[src/rtl/lcd_nib_pkg.sv]
// types, constants and init tables for the character lcd nibble sequencer
`timescale 1ns / 1ps
`default_nettype none
package lcd_nib_pkg;

  typedef enum logic [1:0] {
    REQ_CMD    = 2'd0,
    REQ_DATA   = 2'd1,
    REQ_CURSOR = 2'd2,
    REQ_INIT   = 2'd3
  } req_kind_t;

  localparam logic [7:0] CMD_ROW0     = 8'h80;
  localparam logic [7:0] CMD_ROW1     = 8'hC0;
  localparam logic [5:0] POWER_UP_MS  = 6'd50;
  localparam logic [5:0] EN_HIGH_MS   = 6'd1;
  localparam int         INIT_CMDS    = 10;
  // leading wait plus four phases per init command
  localparam logic [5:0] INIT_LAST_IX = 6'(4 * INIT_CMDS);
  localparam logic [5:0] BYTE_LAST_IX = 6'd3;

  // one decoded request waiting to be expanded into pin phases
  typedef struct packed {
    logic       init;
    logic       rs;
    logic [7:0] value;
  } job_t;

  typedef struct packed {
    logic       reg_select;
    logic [3:0] nibble;
    logic       enable;
    logic [5:0] hold_ms;
    logic       last;
  } phase_t;

  function automatic logic [7:0] init_cmd(input logic [3:0] ix);
    logic [7:0] c;
    case (ix)
      4'd0:    c = 8'h03;
      4'd1:    c = 8'h03;
      4'd2:    c = 8'h03;
      4'd3:    c = 8'h02;
      4'd4:    c = 8'h28;
      4'd5:    c = 8'h08;
      4'd6:    c = 8'h01;
      4'd7:    c = 8'h06;
      4'd8:    c = 8'h0C;
      4'd9:    c = 8'h02;
      default: c = 8'h00;
    endcase
    return c;
  endfunction

  function automatic logic [5:0] init_wait(input logic [3:0] ix);
    logic [5:0] w;
    case (ix)
      4'd0:    w = 6'd5;
      4'd6:    w = 6'd3;
      4'd9:    w = 6'd0;
      4'd1, 4'd2, 4'd3, 4'd4, 4'd5, 4'd7, 4'd8: w = 6'd1;
      default: w = 6'd0;
    endcase
    return w;
  endfunction

endpackage
`default_nettype wire

[src/rtl/lcd_nib_if.sv]
// valid/ready channel interfaces for requests and pin phases
`timescale 1ns / 1ps
`default_nettype none
interface lcd_nib_req_if;
  logic       valid;
  logic       ready;
  logic [1:0] req_type;
  logic [7:0] byte_value;
  logic [1:0] row;
  logic [4:0] column;

  modport source (output valid, req_type, byte_value, row, column, input ready);
  modport sink (input valid, req_type, byte_value, row, column, output ready);
endinterface

interface lcd_nib_phase_if;
  logic       valid;
  logic       ready;
  logic       reg_select;
  logic [3:0] nibble;
  logic       enable;
  logic [5:0] hold_ms;
  logic       last;

  modport source (output valid, reg_select, nibble, enable, hold_ms, last, input ready);
  modport sink (input valid, reg_select, nibble, enable, hold_ms, last, output ready);
endinterface
`default_nettype wire

[src/rtl/lcd_nib_decode.sv]
// request decode: register select, byte to send, cursor address and range check
`timescale 1ns / 1ps
`default_nettype none
module lcd_nib_decode
  import lcd_nib_pkg::*;
#(
  parameter int COLUMNS = 16,
  parameter int ROWS    = 2
) (
  input  wire logic [1:0] req_type,
  input  wire logic [7:0] byte_value,
  input  wire logic [1:0] row,
  input  wire logic [4:0] column,
  output job_t            job,
  output logic            live
);

  logic [7:0] base;
  logic       in_range;

  always_comb begin
    base     = (row == 2'd0) ? CMD_ROW0 : CMD_ROW1;
    in_range = ({1'b0, column} < 6'(COLUMNS)) && ({1'b0, row} < 3'(ROWS)) && (row < 2'd2);
    job.init  = 1'b0;
    job.rs    = 1'b0;
    job.value = byte_value;
    live      = 1'b1;
    case (req_kind_t'(req_type))
      REQ_CMD: begin
        job.rs = 1'b0;
      end
      REQ_DATA: begin
        job.rs = 1'b1;
      end
      REQ_CURSOR: begin
        job.value = base + {3'd0, column};
        live      = in_range;
      end
      REQ_INIT: begin
        job.init = 1'b1;
      end
      default: begin
        live = 1'b0;
      end
    endcase
  end

endmodule
`default_nettype wire

[src/rtl/lcd_nib_seq.sv]
// job register, phase counter, phase generation and output register
`timescale 1ns / 1ps
`default_nettype none
module lcd_nib_seq
  import lcd_nib_pkg::*;
(
  input  wire logic        clk,
  input  wire logic        rst,
  input  wire logic        in_valid,
  output logic             in_ready,
  input  wire job_t        in_job,
  input  wire logic        in_live,
  lcd_nib_phase_if.source  phase
);

  logic       job_valid;
  job_t       job;
  logic [5:0] idx;
  logic [5:0] idx_b;
  logic [3:0] cmd;
  logic [1:0] sub;
  logic [7:0] value;
  phase_t     cur;
  logic       out_valid;
  phase_t     out;
  logic       out_load;
  logic       in_accept;

  // work out the phase that the counter points at
  always_comb begin
    idx_b = idx - 6'd1;
    cmd   = idx_b[5:2];
    sub   = job.init ? idx_b[1:0] : idx[1:0];
    value = job.init ? init_cmd(cmd) : job.value;
    cur.reg_select = job.rs;
    cur.nibble     = sub[1] ? value[3:0] : value[7:4];
    cur.enable     = ~sub[0];
    if (!sub[0]) begin
      cur.hold_ms = EN_HIGH_MS;
    end else if (job.init && sub[1]) begin
      cur.hold_ms = init_wait(cmd);
    end else begin
      cur.hold_ms = 6'd0;
    end
    cur.last = job.init ? (idx == INIT_LAST_IX) : (idx == BYTE_LAST_IX);
    if (job.init && idx == 6'd0) begin
      // power-up wait before the first command
      cur.reg_select = 1'b0;
      cur.nibble     = 4'd0;
      cur.enable     = 1'b0;
      cur.hold_ms    = POWER_UP_MS;
    end
  end

  assign out_load  = job_valid && (!out_valid || phase.ready);
  assign in_ready  = !job_valid || (out_load && cur.last);
  assign in_accept = in_valid && in_ready;

  always_ff @(posedge clk) begin
    if (rst) begin
      job_valid <= 1'b0;
      idx       <= 6'd0;
    end else begin
      if (in_accept) begin
        job_valid <= in_live;
        idx       <= 6'd0;
      end else if (out_load) begin
        if (cur.last) begin
          job_valid <= 1'b0;
          idx       <= 6'd0;
        end else begin
          idx <= idx + 6'd1;
        end
      end
    end
  end

  always_ff @(posedge clk) begin
    if (in_accept) begin
      job <= in_job;
    end
  end

  always_ff @(posedge clk) begin
    if (rst) begin
      out_valid <= 1'b0;
    end else if (out_load) begin
      out_valid <= 1'b1;
    end else if (phase.ready) begin
      out_valid <= 1'b0;
    end
  end

  always_ff @(posedge clk) begin
    if (out_load) begin
      out <= cur;
    end
  end

  assign phase.valid      = out_valid;
  assign phase.reg_select = out.reg_select;
  assign phase.nibble     = out.nibble;
  assign phase.enable     = out.enable;
  assign phase.hold_ms    = out.hold_ms;
  assign phase.last       = out.last;

`ifndef NO_ASSERTIONS
  a_idx_bound: assert property (@(posedge clk) disable iff (rst)
    job_valid |-> (job.init ? (idx <= INIT_LAST_IX) : (idx <= BYTE_LAST_IX)))
    else $error("phase counter past end of request");

  a_accept_only_at_end: assert property (@(posedge clk) disable iff (rst)
    (in_accept && job_valid) |-> (out_load && cur.last))
    else $error("new request taken while a job still has phases");

  a_restart_after_last: assert property (@(posedge clk) disable iff (rst)
    (out_load && cur.last) |=> (idx == 6'd0))
    else $error("phase counter not cleared after final phase");

  a_en_high_hold: assert property (@(posedge clk) disable iff (rst)
    (out_valid && out.enable) |-> (out.hold_ms == EN_HIGH_MS && !out.last))
    else $error("enable-high phase with wrong hold or end mark");
`endif

endmodule
`default_nettype wire

[src/rtl/char_lcd_nibble_sequencer.sv]
// top level of the 4-bit character lcd nibble sequencer
// the job register holds a request; each phase goes out through the output
// register; throughput: one phase per cycle while the receiver is ready,
// a byte request gives 4 phases, init 41, an out-of-range cursor move none
// reset: rst clears the job and output valid flags, no clearing pass
`timescale 1ns / 1ps
`default_nettype none
module char_lcd_nibble_sequencer
  import lcd_nib_pkg::*;
#(
  parameter int COLUMNS = 16,
  parameter int ROWS    = 2
) (
  input  wire logic       clk,
  input  wire logic       rst,
  lcd_nib_req_if.sink     req,
  lcd_nib_phase_if.source phase
);

  job_t job;
  logic live;

  lcd_nib_decode #(
    .COLUMNS(COLUMNS),
    .ROWS   (ROWS)
  ) u_decode (
    .req_type  (req.req_type),
    .byte_value(req.byte_value),
    .row       (req.row),
    .column    (req.column),
    .job       (job),
    .live      (live)
  );

  lcd_nib_seq u_seq (
    .clk     (clk),
    .rst     (rst),
    .in_valid(req.valid),
    .in_ready(req.ready),
    .in_job  (job),
    .in_live (live),
    .phase   (phase)
  );

endmodule
`default_nettype wire

[src/flat_wrapper.sv]
// flat-port wrapper written by rule: the top's interface ports become plain ports
module char_lcd_nibble_sequencer_flat import lcd_nib_pkg::*;
#(
  parameter int COLUMNS = 16,
  parameter int ROWS    = 2
)
  (clk, rst, req_valid, req_req_type, req_byte_value, req_row, req_column, req_ready, phase_valid, phase_reg_select, phase_nibble, phase_enable, phase_hold_ms, phase_last, phase_ready);
  lcd_nib_req_if req_i ();
  lcd_nib_phase_if phase_i ();
  input  wire logic clk;
  input  wire logic rst;
  input wire logic [$bits(req_i.valid)-1:0] req_valid;
  input wire logic [$bits(req_i.req_type)-1:0] req_req_type;
  input wire logic [$bits(req_i.byte_value)-1:0] req_byte_value;
  input wire logic [$bits(req_i.row)-1:0] req_row;
  input wire logic [$bits(req_i.column)-1:0] req_column;
  output wire logic [$bits(req_i.ready)-1:0] req_ready;
  output wire logic [$bits(phase_i.valid)-1:0] phase_valid;
  output wire logic [$bits(phase_i.reg_select)-1:0] phase_reg_select;
  output wire logic [$bits(phase_i.nibble)-1:0] phase_nibble;
  output wire logic [$bits(phase_i.enable)-1:0] phase_enable;
  output wire logic [$bits(phase_i.hold_ms)-1:0] phase_hold_ms;
  output wire logic [$bits(phase_i.last)-1:0] phase_last;
  input wire logic [$bits(phase_i.ready)-1:0] phase_ready;
  assign req_i.valid = req_valid;
  assign req_i.req_type = req_req_type;
  assign req_i.byte_value = req_byte_value;
  assign req_i.row = req_row;
  assign req_i.column = req_column;
  assign req_ready = req_i.ready;
  assign phase_valid = phase_i.valid;
  assign phase_reg_select = phase_i.reg_select;
  assign phase_nibble = phase_i.nibble;
  assign phase_enable = phase_i.enable;
  assign phase_hold_ms = phase_i.hold_ms;
  assign phase_last = phase_i.last;
  assign phase_i.ready = phase_ready;
  char_lcd_nibble_sequencer #(.COLUMNS(COLUMNS), .ROWS(ROWS)) u_core (.clk(clk), .rst(rst), .req(req_i), .phase(phase_i));
endmodule
[config.mk]
export PLATFORM = sky130hd
export DESIGN_NAME = char_lcd_nibble_sequencer_flat
export DESIGN_NICKNAME = d
export VERILOG_FILES = /design/src/rtl/lcd_nib_pkg.sv /design/src/rtl/lcd_nib_if.sv /design/src/rtl/lcd_nib_decode.sv /design/src/rtl/lcd_nib_seq.sv /design/src/rtl/char_lcd_nibble_sequencer.sv /design/src/flat_wrapper.sv
export SDC_FILE = /design/constraint.sdc
export NUM_CORES = 1
export LEC_CHECK = 0
export BUFFER_PORTS_ARGS = -buffer_cell sky130_fd_sc_hd__buf_4
export CORE_MARGIN = 10
export CORE_UTILIZATION = 59
export CTS_BUF_LIST = sky130_fd_sc_hd__clkbuf_8 sky130_fd_sc_hd__clkbuf_16
export CTS_CLUSTER_DIAMETER = 200
export DETAILED_ROUTE_END_ITERATION = 16
export GPL_TIMING_DRIVEN = 0
export PLACE_DENSITY = 0.9
export SKIP_CTS_REPAIR_TIMING = 1
export SLEW_MARGIN = 20
export SYNTH_ARGS = -nofsm -noshare
export SYNTH_HDL_FRONTEND = slang
export SYNTH_SLANG_ARGS = --single-unit
[constraint.sdc]
create_clock -name clk -period 6.68 [get_ports clk]
set_input_delay 1.002 -clock clk [delete_from_list [all_inputs] [get_ports clk]]
set_output_delay 1.002 -clock clk [all_outputs]
set_load 0.1 [all_outputs]
Yosys cells after proc, flatten, opt, wreduce, memory -nomap -nowiden
Memory sizes are Yosys's and may differ from the RTL's. Index checks and enable logic that the tools add are counted.

Register bits after elaboration: 31. Memory bits (read-only): 128. Output and inout port bits: 15. Logic and storage cells: 63. Memories kept: 2.

Memories: (no name shown) (depth 16, width 5, rd ports 1, clocked after Yosys merged registers in 0, wr ports 0, RTL line lcd_nib_pkg.sv:39) `case (ix)`; (no name shown) (depth 16, width 3, rd ports 1, clocked after Yosys merged registers in 0, wr ports 0, RTL line lcd_nib_pkg.sv:57) `case (ix)`.

$add $sub $neg: 3. Order comparisons: 3. Equal/unequal tests: 5. Multiplexer cells: 17. Bitwise operators: 2. Reduce and logical (&&, ||, !) cells: 19.

Operators by type and width (count): two-way mux 6 bit (3); two-way mux 8 bit (2); two-way mux 1 bit (9); adder 8 x 5 -> 8 bit (1); logical AND 1 bit (7); two-way mux 7 bit (1); adder 6 x 1 -> 6 bit, second input constant (1); equality test 6 x 2 -> 1 bit, second input constant (1); equality test 6 bit, second input constant (1); zero test 6 bit (1); nonzero test 2 bit (3); subtractor 6 x 1 -> 6 bit, second input constant (1); less-than comparator 5 bit, second input constant (1); equality test 2 bit, second input constant (2); less-than comparator 2 bit, second input constant (2); two-way mux 4 bit (1); OR reduction 3 bit (1); equality test 2 x 1 -> 1 bit, second input constant (1); zero test 1 bit (2); zero test 2 bit (1); logical OR 1 bit (2); two-way mux 2 bit (1); inverter 1 bit (2); AND reduction 2 bit (1); OR reduction 2 bit (1).

Logic depth before layout (Yosys ltp)
Word-level depth: 8. Gate-level depth with buffers: 10. Gate-level depth less buffers: 7.

Hierarchy
Synthesis repeated with hierarchy kept, for this count alone.

Cell total of the unflattened synthesis: 175. Area, all modules: 1793.0 sq um.

Modules (own cells, without submodules): lcd_nib_seq (times used 1, cells each 160, area an instance 1639.1 sq um); lcd_nib_decode (times used 1, cells each 15, area an instance 153.9 sq um).

Least setup slack after synthesis
OpenSTA, ideal clock, no wires.

Kind: input-to-output. From: in phase_ready. To: out req_ready. Arrival: 2.670 ns. Data required time: 5.678 ns. Setup slack: 3.008 ns. Stages on the path: 3. Path buffers: 0. Path through: nand2b_1 nand2_1 o21ai_1.

Word-level cells in the longest chain between the ends: 4.

Ends and longest elaborated chain: start, declared (RTL line flat_wrapper.sv:24) `input wire logic [$bits(phase_i.ready)-1:0] phase_ready;`; logical OR 1 bit (RTL line lcd_nib_seq.sv:55) `assign out_load = job_valid && (!out_valid || phase.ready);`; logical AND 1 bit (RTL line lcd_nib_seq.sv:55); logical AND 1 bit (RTL line lcd_nib_seq.sv:56) `assign in_ready = !job_valid || (out_load && cur.last);`; logical OR 1 bit (RTL line lcd_nib_seq.sv:56); end, declared (RTL line flat_wrapper.sv:17) `output wire logic [$bits(req_i.ready)-1:0] req_ready;`.

Every way passes these cells.

Final worst setup path
From: reg u_core.u_seq.job[9] in the netlist's numbering. To: out req_ready.

Word-level cells in the longest chain between the ends: 3.

Ends and longest elaborated chain: start, declared (RTL line lcd_nib_seq.sv:17) `job_t job;`; start signal, assigned (RTL line lcd_nib_seq.sv:80) `job <= in_job;`; two-way mux 1 bit (RTL line lcd_nib_seq.sv:45) `cur.last = job.init ? (idx == INIT_LAST_IX) : (idx == BYTE_LAST_IX);`; logical AND 1 bit (RTL line lcd_nib_seq.sv:56); logical OR 1 bit (RTL line lcd_nib_seq.sv:56).

Every way passes these cells.

==> impl_metrics.json <==
{
  "fin_crit_ns": 3.07,
  "clkPwrFrac": 0.290,
  "vdd_drop_max_uv": 173,
  "place_area_um2": 2090,
  "drive_gt1_frac": 0.281,
  "numCtsBuffers": 5,
  "setup_tns_ns": 0,
  "hold_class": "register to register",
  "cts.path.max_buffers": 2,
  "dieHeight_um": 75.2,
  "critPathBufInv": 2,
  "dp_hpwl_um": 3480,
  "synthCells": 182,
  "num_vias": 1566,
  "synth_seq_area_share": 0.440,
  "slew_violations": 0,
  "post-route-period-util": 0.460,
  "synth_nets": 206,
  "fillers": 192,
  "maxCapViolations": 0,
  "num_rows": 19,
  "fin_nets": 247,
  "yosysMostFrequentCell": "edfxtp_1",
  "timing.fmax_ghz": 0.326,
  "ant_nets": 0,
  "cts_tree": "done",
  "antenna_found_initial": 0,
  "yosysTopAreaCellShare": 0.351,
  "synth_area_leader_cell": "edfxtp_1",
  "start_util": 0.635,
  "pwr-share-comb": 0.257,
  "rsz0062_at_grt": "false",
  "multi_input_area_um2": 890,
  "drt-total-wl_um": 4670,
  "synth_edf_count": 21,
  "grt_pass1_wl_um": 7690,
  "yosys-top-cells-count": "edfxtp_1 (21), nor2_1 (16), o21ai_0 (9)",
  "syn-cell-area_um2": 1800,
  "htreeDepth": 2,
  "routed_via_density": 6.14,
  "synth_seq_cells": 29,
  "synth.distinct_cells": 52,
  "hold_viol_final": 0,
  "die_area_um2": 5650,
  "setup-violations-final": 0,
  "seq_area_um2": 791,
  "grt.overflow.total": 0,
  "yosys_warnings": 0,
  "die_x_um": 75.2,
  "grt_max_degree": 16,
  "outcome": "finished clean",
  "place_ws_ns": 3.76,
  "ys_async_sr_fraction": 0,
  "gr-usage-all-layers": 0.175,
  "gp_congestion": 0.913,
  "syn_area_per_cell_um2": 9.87,
  "cp_data_arrival_time_ns": 2.07,
  "antenna_cells": 0,
  "fin_skew_ns": 0.0111,
  "startpoint_type": "register",
  "cp-end-kind": "output port",
  "wire_per_inst_um": 18.3,
  "ios": 36,
  "path_clk_slew_ns": 0.05,
  "cts_root_buf": "clkbuf_8",
  "design_area_um2": 2170,
  "coreArea_um2": 2830,
  "worstSetupPathType": "register to output port",
  "cp_top_family": "buffers and inverters",
  "p_sw_frac": 0.327,
  "yosys-top-cells-area": "edfxtp_1 (35%), dfxtp_1 (8.9%), mux2_2 (3.8%)",
  "io_buffers": 34,
  "synthFlopType": "edfxtp_1",
  "p_leak_uw": 0.000917,
  "drt-initial-drc-count": 184,
  "crit_fanout": 8,
  "cp_slowest_cell": "edfxtp_1",
  "p_int_uw": 312,
  "area_growth_pct": 20.8,
  "layout_setup_ws_ns": 3.61,
  "p_seq_frac": 0.454,
  "switchingPower_uw": 151,
  "clk_latency_ns": 0.28,
  "dr.pass1.iters": 4,
  "required_ns": 5.68,
  "max_slew_margin": 0.613,
  "drc": 0,
  "slowest_delay_ns": 0.34,
  "p_per_area_nw_per_um2": 213,
  "grt_pass1_vias": 1569,
  "clock_sinks": 29,
  "worst_slew_pin_slew_ns": 0.581,
  "crit_path_cell_trace": "clkbuf_1, nor4bb_1, o211ai_1, o21ai_1, buf_4"
}
==> path summary, 6_finish.rpt <==
path / startpoint / to / slack (ns) / cells past startpoint
max: u_core.u_seq.job[9]$_DFFE_PP_ / req_ready / 3.61 / 5
min: u_core.u_seq.job_valid$_SDFFE_PP0P_ / u_core.u_seq.phase.valid$_SDFFE_PP0P_ / 0.49 / 2
max reg2reg: u_core.u_seq.idx[1]$_SDFFE_PP0P_ / u_core.u_seq.phase.hold_ms[0]$_SDFFCE_PP0P_ / 4.14 / 9
min reg2reg: u_core.u_seq.job_valid$_SDFFE_PP0P_ / u_core.u_seq.phase.valid$_SDFFE_PP0P_ / 0.49 / 2
==> layout by cell type, fill, tap and decap left out, drive strengths merged, types with 2 or more instances in the layout <==
master,instances
nand2b,7
nand2,8
dfxtp,8
or2,3
a21oi,8
mux2,6
nor2,17
o211ai,2
o211a,3
o221ai,2
buf,45
and2,4
nor2b,5
xnor2,5
clkbuf,10
o21ai,12
nor4,3
o22ai,2
ha,3
nand3,3
and3,3
xor2,2
inv,10
mux2i,4
a41o,2
nor3,6
edfxtp,21
==> metrics by stage <==
| step | instances | total power [uW] | hold WS [ns] | util |
|---|---|---|---|---|
| 3_3_place_gp | 247 | 328 | 0.467 | 0.739 |
| 4_1_cts | 255 | 465 | 0.492 | 0.767 |
| 3_5_place_dp | 247 | 332 | 0.484 | 0.739 |
| 6_report | 255 | 463 | 0.487 | 0.767 |
| 5_1_grt | 255 | 479 | 0.514 | 0.767 |
| 2_1_floorplan | 182 | 300 | 0.452 | - |
==> worst register-to-register path, stage by stage (launching register included) <==
cell and delay [ns]:
dfxtp_1 0.45, buf_2 0.32, inv_1 0.11, ha_1 0.20
buf_6 0.14, or3_4 0.34, a221oi_2 0.21, nor2b_1 0.10
nor4_4 0.33, o211a_1 0.22
==> final cells by class <==
type / count / share of cell area
Clock inverter: 3 / 0.00519
Multi-Input combinational cell: 129 / 0.410
Inverter: 8 / 0.0138
Tap cell: 31 / 0.0179
Buffer: 16 / 0.0392
Timing Repair Buffer: 34 / 0.118
Sequential cell: 29 / 0.364
Clock buffer: 5 / 0.0317
==> sequential cells by signal, indices dropped and copies added (netlist names) <==
name / flops
u_core.u_seq.phase.nibble: 4
u_core.u_seq.idx: 6
u_core.u_seq.job_valid: 1
u_core.u_seq.phase.enable: 1
u_core.u_seq.job: 10
u_core.u_seq.phase.valid: 1
u_core.u_seq.phase.reg_select: 1
u_core.u_seq.phase.last: 1
u_core.u_seq.phase.hold_ms: 4
==> logic make-up after synthesis <==
| family | after synthesis | share of synthesized area |
|---|---|---|
| compound gates | 43 | 0.167 |
| xor+xnor | 7 | 0.0341 |
| fa+ha+maj | 3 | 0.0209 |
| buf+inv | 24 | 0.0641 |
| flops | 29 | 0.440 |
| mux | 10 | 0.0599 |
| other cells | 1 | 0.00209 |
| simple gates | 65 | 0.212 |
==> routing by layer <==
metal,share of wire,global-route usage
met1,0.39,0.207
met2,0.50,0.295
met3,0.091,0.0578
met4,0.019,0.0557
met5,0,0
==> power by group through the flow <==
stage / Combinational [uW] / Sequential, uW / Clock [uW]
2_1_floorplan: 51.3 / 249 / 0
3_3_place_gp: 115 / 213 / 0
3_5_place_dp: 118 / 214 / 0
4_1_cts: 119 / 210 / 136
5_1_grt: 126 / 211 / 143
6_report: 119 / 210 / 134
No activity file was read; power rests on OpenSTA's default activity.
